===== config.mk =====
export PLATFORM = sky130hd
export DESIGN_NAME = ckb_merge
export DESIGN_NICKNAME = d
export VERILOG_FILES = /design/src/rtl/core/ckb_pkg.sv /design/src/rtl/core/ckb_merge.sv
export SDC_FILE = /design/constraint.sdc
export NUM_CORES = 2
export LEC_CHECK = 0
export BUFFER_PORTS_ARGS = -buffer_cell sky130_fd_sc_hd__buf_2
export CORE_MARGIN = 3
export CORE_UTILIZATION = 55
export DETAILED_ROUTE_END_ITERATION = 12
export PLACE_DENSITY = 0.85
export SLEW_MARGIN = 20
export SYNTH_ARGS = -nofsm -noshare
export SYNTH_HDL_FRONTEND = slang
export SYNTH_SLANG_ARGS = --single-unit

===== constraint.sdc =====
create_clock -name clock -period 10.7 [get_ports clock]
set_input_delay 1.07 -clock clock [delete_from_list [all_inputs] [get_ports clock]]
set_output_delay 1.07 -clock clock [all_outputs]
set_load 0.005 [all_outputs]

===== src/rtl/core/ckb_pkg.sv =====
`default_nettype none
package ckb_pkg;

   localparam int KEY_W       = 41;
   localparam int KEY_REGS    = 3;
   localparam int CENTRE_W    = 9;
   localparam int LEN_W       = 11;
   localparam int DIST_W      = 18;  // sqrt of d2<<16, d2 < 2^19
   localparam int ALPHA_W     = 9;
   localparam int SQ_STEPS    = 18;  // result bits of the root
   localparam int DIV_STEPS   = 9;   // quotient bits, q <= 256

   localparam logic [ALPHA_W-1:0] ALPHA_FULL = 9'd256;

   typedef struct packed {
      logic                enable;
      logic [CENTRE_W-1:0] cu;
      logic [CENTRE_W-1:0] cv;
      logic [LEN_W-1:0]    radius;
      logic [LEN_W-1:0]    slope;
   } key_type;

   typedef struct packed {
      logic [7:0] fg_luma_tl;
      logic [7:0] fg_luma_tr;
      logic [7:0] fg_luma_bl;
      logic [7:0] fg_luma_br;
      logic [7:0] bg_luma_tl;
      logic [7:0] bg_luma_tr;
      logic [7:0] bg_luma_bl;
      logic [7:0] bg_luma_br;
      logic [7:0] fg_cb;
      logic [7:0] fg_cr;
      logic [7:0] bg_cb;
      logic [7:0] bg_cr;
   } quad_type;

   // one output pixel of the blend: (fg*(256-a)+bg*a)>>8
   function automatic logic [7:0] mix(input logic [7:0] fg, input logic [7:0] bg,
                                      input logic [ALPHA_W-1:0] a);
      logic [16:0] acc;
      acc = 17'(fg) * 17'(ALPHA_FULL - a) + 17'(bg) * 17'(a);
      return acc[15:8];
   endfunction

endpackage
`default_nettype wire


===== src/rtl/core/ckb_merge.sv =====
`default_nettype none
// Largest lane alpha, then the six blends, registered.
module ckb_merge #(
   parameter int NUM_KEYS = 3
) (
   input  wire logic                                 clock,
   input  wire logic                                 adv,
   input  wire logic [NUM_KEYS*ckb_pkg::ALPHA_W-1:0] lane_alpha,
   input  wire ckb_pkg::quad_type                    quad,
   output      logic [63:0]                          data
);
   localparam int AW = ckb_pkg::ALPHA_W;
   logic [AW-1:0] a_w;
   logic [63:0]   data_ff;

   always_comb begin
      a_w = '0;
      for (int i = 0; i < NUM_KEYS; i++)
         if (lane_alpha[i*AW +: AW] > a_w) a_w = lane_alpha[i*AW +: AW];
   end

   always_ff @(posedge clock) begin
      if (adv) begin
         data_ff <= {7'd0, a_w,
                     ckb_pkg::mix(quad.fg_cr, quad.bg_cr, a_w),
                     ckb_pkg::mix(quad.fg_cb, quad.bg_cb, a_w),
                     ckb_pkg::mix(quad.fg_luma_br, quad.bg_luma_br, a_w),
                     ckb_pkg::mix(quad.fg_luma_bl, quad.bg_luma_bl, a_w),
                     ckb_pkg::mix(quad.fg_luma_tr, quad.bg_luma_tr, a_w),
                     ckb_pkg::mix(quad.fg_luma_tl, quad.bg_luma_tl, a_w)};
      end
   end
   assign data = data_ff;
endmodule
`default_nettype wire


==> key figures <==
GRT
  – Total gr overflow: 0
  – Vias in the first global route: about 27,000
  – Total GRT Usage: roughly 28%
  – Antenna violations before repair: 21
  – First-pass GRT wire length: between 100,000 and 150,000 um
  – Largest net degree at the start of global routing: 66

Synthesis
  – Area leader, netlist: fa_1
  – Top cells by area, synth: fa_1 45%, ha_1 12%, inv_1 12%
  – EDFF count, synth: 57
  – FFs w/ async S/R, synth: 0%
  – Area share of the largest cell type after synthesis: 45.0%
  – Cell variety after synth: 66
  – Most common cell in the netlist: inv_1
  – Syn_area_per_cell: around 9.0 um2
  – Dominant synthesized flop cell: edfxtp_1
  – Yosys warns: 0
  – Synthesized cell area: about 0.033 mm2
  – Synth cell count leaders: 1,002 x inv_1, 732 x fa_1, 509 x and2_1
  – #FFs+latches synth: 57
  – Post-Synthesis Cells: between 3,000 and 4,000
  – Sequential area share after synthesis: under 10%

Die
  – # rows: 88
  – Chip width: about 250 um
  – Die area: 0.0622 mm2
  – Core area: ~0.058 mm2
  – Initial core utilization: 56.0%
  – Die Y: approximately 250 um
  – I/O Pins: 189

Min path
  – HP Start: quad[31]
  – WHS Path Cells: 4
  – WHS Endpoint: data[39]$_DFFE_PP_
  – Hold/Removal Path Class: input port to register

Setup path
  – CP max stage delay: ~0.52 ns
  – Worst path bufs/invs: 9
  – CP top delay family: adder cells
  – WP depth: 40
  – Type of origin of the critical path: input port
  – CP Data Required Time: between 10 and 15 ns
  – Crit path max-delay cell type: fa_1
  – Crit path top cell by count: fa_1
  – Crit end category: register
  – Critical-path maximum fanout: 24
  – Crit path arrival time: approximately 11 ns
  – Crit Path Category: input port to register

Routing
  – Initial drt markers: 1,617
  – Vias/cell: around 5.4
  – Total vias in the final route: roughly 25,000
  – Detailed Routing Iterations Pass 1: 7
  – Final ANT Viol Nets: 0
  – Post-Route WL: between 80,000 and 90,000 um
  – Post-DR wirelength/cell: 18.5 um
  – DRC Markers: 0

Clock network
  – CTS tree: yes
  – Reg clk slew, reported paths: around 0.070 ns
  – # H-tree levels: 3
  – Cts bufs inserted: 9
  – Clock buffer depth: 2
  – Clk root buf: clkbuf_16
  – Post-CTS setup buffer count: 0
  – # clock sinks: 57
  – Post-CTS Hold Buffers: 0

STA
  – Final worst-path cycle share: a little over nine tenths
  – Fin. Hold Viols: 0
  – Worst slew pin tran: around 1 ns
  – Final Critical Period: between 10 and 15 ns
  – Final setup vio count: 0
  – Slew Limit Fails: 0
  – Slew HR: between 30% and 40%
  – TNS Setup: 0 ns
  – Max Fclk: 0.0966 GHz

Layout
  – Reg area: between 0.0015 and 0.002 mm2
  – Layout cells sized above 1: under 10%
  – Multi-input logic area: roughly 0.027 mm2
  – Max reg flops: 57
  – Synth-to-Final Area Change: 8.85%
  – Fillers: 4,692
  – Fin nets: between 4,000 and 5,000

Placement
  – IO buf count: ~180
  – GP Congestion: 0.883
  – Hpwl dp: approximately 68,000 um

Outcome
  – Outcome: finished, final reports clean

Run
  – Max_cap viols: 0
[worst max-delay path by stage]
stage	from	to	slack (ns)
after floorplan	lane_alpha[7]	data[15]$_DFFE_PP_	0.003
after global placement	lane_alpha[11]	data[23]$_DFFE_PP_	-0.17
after detailed placement	lane_alpha[11]	data[7]$_DFFE_PP_	-0.34
after CTS	lane_alpha[11]	data[23]$_DFFE_PP_	0.01
after global routing	lane_alpha[2]	data[7]$_DFFE_PP_	-0.09
final	lane_alpha[2]	data[7]$_DFFE_PP_	0.35
[final cells by class]
class / instances / share of cell area (%)
diodes: 20 / 0.141
clock buffers: 10 / 0.646
clock inverters: 6 / 0.300
inverters: 1003 / 10.6
multi-input cells: 2397 / 75.3
flip-flops and latches: 57 / 4.83
well taps: 765 / 2.70
repair buffers: 305 / 5.47
[repair_timing]
action                     in CTS  in global routing
hold endpoints to repair        0                  0
gates resized for setup         0                 19
setup endpoints to repair       0                 23
[placed cells by master, fill, tap and decap left out, types with 8 or more instances in the layout]
| cell | Yosys | final |
|---|---|---|
| o21ai_0 | 25 | 24 |
| a21oi_1 | 35 | 27 |
| inv_1 | 1002 | 1000 |
| o21a_1 | 12 | 12 |
| ha_1 | 315 | 314 |
| clkbuf_16 | 0 | 9 |
| xnor2_1 | 109 | 104 |
| nand3_1 | 22 | 22 |
| edfxtp_1 | 57 | 57 |
| nor2_1 | 53 | 49 |
| buf_12 | 0 | 8 |
| buf_2 | 2 | 180 |
| diode_2 | 0 | 20 |
| nor2b_1 | 9 | 9 |
| nor3_1 | 33 | 32 |
| and2_1 | 509 | 509 |
| buf_4 | 8 | 117 |
| fa_1 | 732 | 730 |
| and3_1 | 20 | 20 |
| nand2_1 | 382 | 381 |
| xor2_1 | 24 | 22 |
[metal layers]
metal | GRT usage, % | vias to the layer above | share of wire [%]
met3 | 5.84 | 307 | 8.7
li1 | - | 10700 | -
met2 | 47.4 | 1063 | 49
met1 | 34.9 | 12400 | 37
met4 | 14.6 | 4 | 5.4
met5 | 0 | - | 0.034
[per-stage QoR]
stage / utilization, % / area [um2] / cells / worst slack [ns] / hold WS [ns]
6_report: 61.0 / 35400 / 4563 / 0.345 / 1.33
5_1_grt: 61.0 / 35400 / 4558 / -0.0873 / 1.40
4_1_cts: 60.7 / 35300 / 4543 / 0.0131 / 1.33
3_5_place_dp: 60.2 / 35000 / 4527 / -0.336 / 1.46
3_3_place_gp: 60.2 / 35000 / 4527 / -0.175 / 1.46
2_1_floorplan: - / 32700 / 3634 / 0.00259 / 1.18
[logic make-up (layout without fill, tap and decap cells)]
kind of cell             after synthesis  in the layout  synth area share (%)
multiplexers                           8              8                 0.250
adder cells (fa/ha/maj)             1047           1047                  57.1
other                                  1             27                0.0115
flip-flops                            57             57                  5.26
AND/OR/NAND/NOR                     1068           1068                  17.1
buffers and inverters               1180           1324                  13.7
AO/OA/AOI/OAI                        132            132                  2.79
XOR/XNOR                             135            135                  3.72
Power is not shown: default switching activity piles up to over one toggle a cycle in this logic, so the estimate is an artifact.
