--- src/rtl/core/ckb_pkg.sv ---
`default_nettype none
package ckb_pkg;

   localparam int KEY_W       = 41;
   localparam int KEY_REGS    = 3;
   localparam int CENTRE_W    = 9;
   localparam int LEN_W       = 11;
   localparam int DIST_W      = 18;  // sqrt of d2<<16, d2 < 2^19
   localparam int ALPHA_W     = 9;
   localparam int SQ_STEPS    = 18;  // result bits of the root
   localparam int DIV_STEPS   = 9;   // quotient bits, q <= 256

   localparam logic [ALPHA_W-1:0] ALPHA_FULL = 9'd256;

   typedef struct packed {
      logic                enable;
      logic [CENTRE_W-1:0] cu;
      logic [CENTRE_W-1:0] cv;
      logic [LEN_W-1:0]    radius;
      logic [LEN_W-1:0]    slope;
   } key_type;

   typedef struct packed {
      logic [7:0] fg_luma_tl;
      logic [7:0] fg_luma_tr;
      logic [7:0] fg_luma_bl;
      logic [7:0] fg_luma_br;
      logic [7:0] bg_luma_tl;
      logic [7:0] bg_luma_tr;
      logic [7:0] bg_luma_bl;
      logic [7:0] bg_luma_br;
      logic [7:0] fg_cb;
      logic [7:0] fg_cr;
      logic [7:0] bg_cb;
      logic [7:0] bg_cr;
   } quad_type;

   // one output pixel of the blend: (fg*(256-a)+bg*a)>>8
   function automatic logic [7:0] mix(input logic [7:0] fg, input logic [7:0] bg,
                                      input logic [ALPHA_W-1:0] a);
      logic [16:0] acc;
      acc = 17'(fg) * 17'(ALPHA_FULL - a) + 17'(bg) * 17'(a);
      return acc[15:8];
   endfunction

endpackage
`default_nettype wire

--- src/rtl/core/ckb_lane.sv ---
`default_nettype none
// One key: pipelined restoring square root then restoring division.
// Fully pipelined, one quad per cycle while adv is high; alpha comes 32 register stages
// after u, v and the key are taken.
module ckb_lane (
   input  wire logic                          clock,
   input  wire logic                          adv,
   input  wire ckb_pkg::key_type              key,
   input  wire logic [7:0]                    u,
   input  wire logic [7:0]                    v,
   output      logic [ckb_pkg::ALPHA_W-1:0]   alpha
);
   localparam int SQ = ckb_pkg::SQ_STEPS;
   localparam int DV = ckb_pkg::DIV_STEPS;
   localparam int DW = ckb_pkg::DIST_W;
   localparam int RW = 2 * DW + 2;  // radicand / remainder width
   localparam int LW = ckb_pkg::LEN_W + 5;

   // stages 0 and 1: offsets, then their squares
   logic [8:0]  du_ff, dv_ff;
   logic [17:0] du2_ff, dv2_ff;
   logic        en0_ff, en1_ff;
   logic [LW-1:0] rad0_ff, slp0_ff, rad1_ff, slp1_ff;

   logic [8:0] du_in, dv_in;
   always_comb begin
      du_in = (key.cu > {1'b0, u}) ? key.cu - {1'b0, u} : {1'b0, u} - key.cu;
      dv_in = (key.cv > {1'b0, v}) ? key.cv - {1'b0, v} : {1'b0, v} - key.cv;
   end

   always_ff @(posedge clock) begin
      if (adv) begin
         du_ff   <= du_in;
         dv_ff   <= dv_in;
         en0_ff  <= key.enable;
         rad0_ff <= {key.radius, 5'd0};
         slp0_ff <= {key.slope, 5'd0};
         du2_ff  <= du_ff * du_ff;
         dv2_ff  <= dv_ff * dv_ff;
         en1_ff  <= en0_ff;
         rad1_ff <= rad0_ff;
         slp1_ff <= slp0_ff;
      end
   end

   // square root, one result bit per stage
   logic [RW-1:0] sx_ff [SQ+1];
   logic [RW-1:0] sr_ff [SQ+1];
   logic [DW-1:0] sq_ff [SQ+1];
   logic          sen_ff [SQ+1];
   logic [LW-1:0] srad_ff [SQ+1];
   logic [LW-1:0] sslp_ff [SQ+1];

   always_ff @(posedge clock) begin
      if (adv) begin
         sx_ff[0]   <= ((RW)'(du2_ff) + (RW)'(dv2_ff)) << 16;
         sr_ff[0]   <= '0;
         sq_ff[0]   <= '0;
         sen_ff[0]  <= en1_ff;
         srad_ff[0] <= rad1_ff;
         sslp_ff[0] <= slp1_ff;
      end
   end

   // radicand sits in the low 2*SQ bits; pairs taken from bit 2*SQ-1 down
   for (genvar s = 0; s < SQ; s++) begin : g_sq
      logic [RW-1:0] rem_w, trial_w;
      always_comb begin
         rem_w   = {sr_ff[s][RW-3:0], sx_ff[s][2*SQ-1 -: 2]};
         trial_w = {(RW-DW-2)'(0), sq_ff[s], 2'b01};
      end
      always_ff @(posedge clock) begin
         if (adv) begin
            sx_ff[s+1]   <= sx_ff[s] << 2;
            if (rem_w >= trial_w) begin
               sr_ff[s+1] <= rem_w - trial_w;
               sq_ff[s+1] <= {sq_ff[s][DW-2:0], 1'b1};
            end else begin
               sr_ff[s+1] <= rem_w;
               sq_ff[s+1] <= {sq_ff[s][DW-2:0], 1'b0};
            end
            sen_ff[s+1]  <= sen_ff[s];
            srad_ff[s+1] <= srad_ff[s];
            sslp_ff[s+1] <= sslp_ff[s];
         end
      end
   end

   // classify: full, zero or divide
   logic [DW-1:0] dist_w;
   logic [DW:0]   diff_w;
   logic [1:0]    cls_in;
   localparam logic [1:0] CLS_ZERO = 2'd0, CLS_FULL = 2'd1, CLS_DIV = 2'd2;
   always_comb begin
      dist_w = sq_ff[SQ];
      diff_w = {1'b0, dist_w} - (DW+1)'(srad_ff[SQ]);
      if (!sen_ff[SQ])                          cls_in = CLS_ZERO;
      else if ((DW+1)'(dist_w) <= (DW+1)'(srad_ff[SQ])) cls_in = CLS_FULL;
      else if (sslp_ff[SQ] == '0 || diff_w > (DW+1)'(sslp_ff[SQ])) cls_in = CLS_ZERO;
      else                                      cls_in = CLS_DIV;
   end

   // division: ceil(diff*256/slope); diff <= slope so q <= 256
   localparam int NW = LW + 1;
   logic [1:0]    dcls_ff [DV+1];
   logic [NW-1:0] drem_ff [DV+1];
   logic [DV-1:0] dq_ff   [DV+1];
   logic [LW-1:0] dslp_ff [DV+1];

   always_ff @(posedge clock) begin
      if (adv) begin
         dcls_ff[0] <= cls_in;
         drem_ff[0] <= NW'(diff_w);
         dq_ff[0]   <= '0;
         dslp_ff[0] <= sslp_ff[SQ];
      end
   end

   // first step compares diff itself (quotient bit 8), then shifts in zeros
   for (genvar s = 0; s < DV; s++) begin : g_dv
      logic [NW-1:0] r_w;
      always_comb r_w = (s == 0) ? drem_ff[s] : {drem_ff[s][NW-2:0], 1'b0};
      always_ff @(posedge clock) begin
         if (adv) begin
            if (r_w >= NW'(dslp_ff[s])) begin
               drem_ff[s+1] <= r_w - NW'(dslp_ff[s]);
               dq_ff[s+1]   <= {dq_ff[s][DV-2:0], 1'b1};
            end else begin
               drem_ff[s+1] <= r_w;
               dq_ff[s+1]   <= {dq_ff[s][DV-2:0], 1'b0};
            end
            dcls_ff[s+1] <= dcls_ff[s];
            dslp_ff[s+1] <= dslp_ff[s];
         end
      end
   end

   logic [ckb_pkg::ALPHA_W-1:0] alpha_ff, alpha_in, q_w;
   always_comb begin
      q_w = dq_ff[DV] + ((drem_ff[DV] != '0) ? 9'd1 : 9'd0);
      case (dcls_ff[DV])
         CLS_FULL: alpha_in = ckb_pkg::ALPHA_FULL;
         CLS_DIV:  alpha_in = ckb_pkg::ALPHA_FULL - q_w;
         default:  alpha_in = '0;
      endcase
   end
   always_ff @(posedge clock) begin
      if (adv) alpha_ff <= alpha_in;
   end
   assign alpha = alpha_ff;

endmodule
`default_nettype wire

--- config.mk ---
export PLATFORM = sky130hd
export DESIGN_NAME = ckb_lane
export DESIGN_NICKNAME = d
export VERILOG_FILES = /design/src/rtl/core/ckb_pkg.sv /design/src/rtl/core/ckb_lane.sv
export SDC_FILE = /design/constraint.sdc
export NUM_CORES = 2
export LEC_CHECK = 0
export ABC_AREA = 1
export BUFFER_PORTS_ARGS = -buffer_cell sky130_fd_sc_hd__buf_2
export CAP_MARGIN = 20
export CORE_UTILIZATION = 60
export CTS_BUF_LIST = sky130_fd_sc_hd__clkbuf_4 sky130_fd_sc_hd__clkbuf_8 sky130_fd_sc_hd__clkbuf_16
export DETAILED_ROUTE_END_ITERATION = 10
export PLACE_DENSITY = 0.86
export RECOVER_POWER = 25
export SETUP_SLACK_MARGIN = 0.3
export SLEW_MARGIN = 20
export SYNTH_ARGS = -nofsm -noshare
export SYNTH_HDL_FRONTEND = slang
export SYNTH_SLANG_ARGS = --single-unit
--- constraint.sdc ---
create_clock -name clock -period 9 [get_ports clock]
set_input_delay 1.8 -clock clock [delete_from_list [all_inputs] [get_ports clock]]
set_output_delay 1.8 -clock clock [all_outputs]
set_load 0.02 [all_outputs]
==> impl_metrics.tcl <==
set metrics [dict create \
    hold_buffers 0 \
    power_density_nw_per_um2 249 \
    post-route-period-util_pct 51.8 \
    layout.nets 10800 \
    post_cts_buffers 0 \
    core_area_sq_um 153000 \
    ys_seq_area_share_pct 53.9 \
    die_y_um 395 \
    htree_levels 4 \
    grt_overflow_total 0 \
    gp_congestion 0.986 \
    p_leak_nw 44.6 \
    clk_latency_ps 810 \
    rr_worst_depth 17 \
    min_from "sslp_ff[17][8]" \
    utilization_pct 66.0 \
    r2r_end "dv2_ff[14]" \
    yosysWarningCount 0 \
    drt_iter0_drc 6955 \
    grt_pass1_vias 66700 \
    layout-area-overhead-vs-synth_pct 8.60 \
    ys_seq_elements 1666 \
    syn_area_sq_um 92800 \
    track_usage_pct 29.7 \
    min_path_type "reg -> reg" \
    yosysUniqueCellTypes 64 \
    clk_path_buf_depth 3 \
    required_ps 9580 \
    holdPathStages 0 \
    vias 68800 \
    numCtsBuffers 167 \
    die_x_um 395 \
    fin_crit_ps 4660 \
    fin_worst_skew_ps 40.4 \
    wire_per_inst_um 18.8 \
    critPathMaxFanout 9 \
    hold_viol 0 \
    grt_pass1_wl_um 363000 \
    wl_um 233000 \
    path_clk_slew_ps 70 \
    setup_viol 0 \
    max_cap_violations 0 \
    synth_nets 10700 \
    synthCells 10100 \
    criticalPathCategory "reg -> reg" \
    drcViolationCount 0 \
    die-area_sq_um 156000 \
    r2r_slack_ps 4340 \
    cts_tree "built" \
    crit-reg2reg-launch "dv_ff[5]" \
    root_buffer "clkbuf_16" \
    cts-resized-gates 0 \
    slew_headroom_pct 29.4 \
    ioPinCount 68 \
    start_util_pct 60.8 \
    io_buffers 67 \
    vias_per_cell 5.56 \
    ir_drop_v 0.000558 \
    fp-row-count 143 \
    syn_area_per_cell_sq_um 9.21 \
    power_mw 25.1 \
    final_max_slew_viol_count 0 \
    synth_edf_count 1664 \
    setup_tns_ps 0 \
    startpoint_type "flop" \
    cts_sinks 1666 \
    critical_path_arrival_ps 5240 \
    fmax_mhz 215 \
    status "completed" \
    grt_max_degree 193 \
    antenna_found_initial 3 \
    hold_end "sslp_ff[18][8]" \
    worstMarginPinSlew_ps 1060 \
    hpwl_um 178000 \
    end_kind "flop" \
    holdWs_ps 404 \
    drive_above_1_share_pct 5.52 \
    async_flop_share_pct 0 \
    first_pass_iters 7 \
    final_antenna_net_count 0 \
    rsz0062_at_grt "false" \
    yosys_most_used_dff "edfxtp_1" \
]
## worst max path at each step
stage / start / endpoint / cells past startpoint
6_report: dv_ff[5] / dv2_ff[14] / 17
5_1_grt: dv_ff[2] / dv2_ff[14] / 17
4_1_cts: dv_ff[2] / dv2_ff[14] / 17
3_5_place_dp: adv / sslp_ff[15][6] / 4
3_3_place_gp: adv / sslp_ff[15][10] / 4
2_1_floorplan: dv_ff[2] / dv2_ff[14] / 18
## per-layer routing
metal,wire length (um),global-route usage [%],vias up
li1,-,-,33200
met3,16400,4.26,526
met2,113000,50.1,2727
met4,8710,11.1,4
met1,94900,38.9,32300
met5,32,0,-
## metrics by stage
step / std cells / area (sq um) / setup slack (ps)
2_1_floorplan: 10100 / 92800 / 4640
3_3_place_gp: 12100 / 95100 / 4330
3_5_place_dp: 12100 / 95100 / 4240
4_1_cts: 12400 / 101000 / 4370
5_1_grt: 12400 / 101000 / 4020
6_report: 12400 / 101000 / 4340
## cell type report
type / instances / area [sq um]
multi-input combinational: 6504 / 35400
clock inverter: 121 / 1350
tap: 2030 / 2540
sequential: 1666 / 50000
antenna: 1 / 2.50
fill: 11900 / 52000
clock buffer: 186 / 4320
inverter: 1761 / 6610
timing repair buffer: 92 / 621
## cells in the final DEF, fill, tap and decap left out, types with 66 or more instances in the layout
cell,n
a21oi_1,354
buf_2,66
clkbuf_16,167
edfxtp_1,1664
fa_1,88
ha_1,427
inv_1,1742
nand2_1,2573
nand3_1,643
nand4_1,182
nor2_1,1018
nor3_1,170
o21ai_0,245
xnor2_1,139
xor2_1,240
## worst max-delay path, stage by stage, from the launching register on
cell and delay (ps):
edfxtp_1 600, nand2_1 170, fa_1 600, inv_1 60, fa_1 490, inv_1 50, fa_1 510, fa_1 500
inv_1 50, ha_1 340, a21oi_1 150, nand2_1 120, a21oi_1 230, o21ai_0 170, a21oi_1 210, inv_1 60
nand2_1 50, nand2_1 40
## sequential cells by signal, summed over array words and instances (netlist names)
register and cells:
alpha 9, dcls_ff 20, dq_ff 45, drem_ff 132
dslp_ff 99, du2_ff 17, du_ff 9, dv2_ff 17
dv_ff 9, en0_ff 1, en1_ff 1, rad0_ff 11
rad1_ff 11, sen_ff 19, slp0_ff 11, slp1_ff 11
sq_ff 171, sr_ff 546, srad_ff 209, sslp_ff 209
sx_ff 109
## where the power goes
| part | switching (mW) | internal (mW) | total, mW |
|---|---|---|---|
| Combinational | 4.70 | 2.59 | 7.29 |
| Clock | 3.14 | 3.99 | 7.13 |
| Sequential | 0.734 | 9.96 | 10.7 |
| Total | 8.57 | 16.5 | 25.1 |
## kinds of logic after synthesis
family	share of synthesized area, %
flops	53.9
compound gates	4.65
buf+inv	8.04
simple gates	22.2
xor+xnor	3.59
fa+ha+maj	7.65
## cell usage after synthesis (7+ instances only)
master	number	area [sq um]
nand2_1	2573	9660
inv_1	1742	6540
edfxtp_1	1664	50000
nor2_1	1018	3820
nand3_1	643	3220
ha_1	427	5340
a21oi_1	354	1770
o21ai_0	245	1230
xor2_1	240	2100
nand4_1	182	1140
nor3_1	170	851
xnor2_1	139	1220
fa_1	88	1760
clkbuf_1	65	244
nor2_2	42	263
nand3b_1	40	300
buf_2	32	160
a21oi_2	31	272
or2_2	29	181
nor4_1	26	163
buf_6	24	270
nand2_2	23	144
o21bai_1	23	173
buf_4	21	158
a21o_1	20	150
o21ai_1	20	100
nor2_4	18	203
inv_2	17	63.8
and3_1	15	93.8
a31oi_1	14	87.6
nor3b_1	13	97.6
and2_1	12	75.1
o21a_1	10	75.1
o21ai_2	10	87.6
nand3_2	8	80.1
o211ai_1	8	60.1
a211oi_1	7	52.6
nor3_2	7	70.1
o31ai_1	7	52.6
Power figures use the tool's default switching activity.
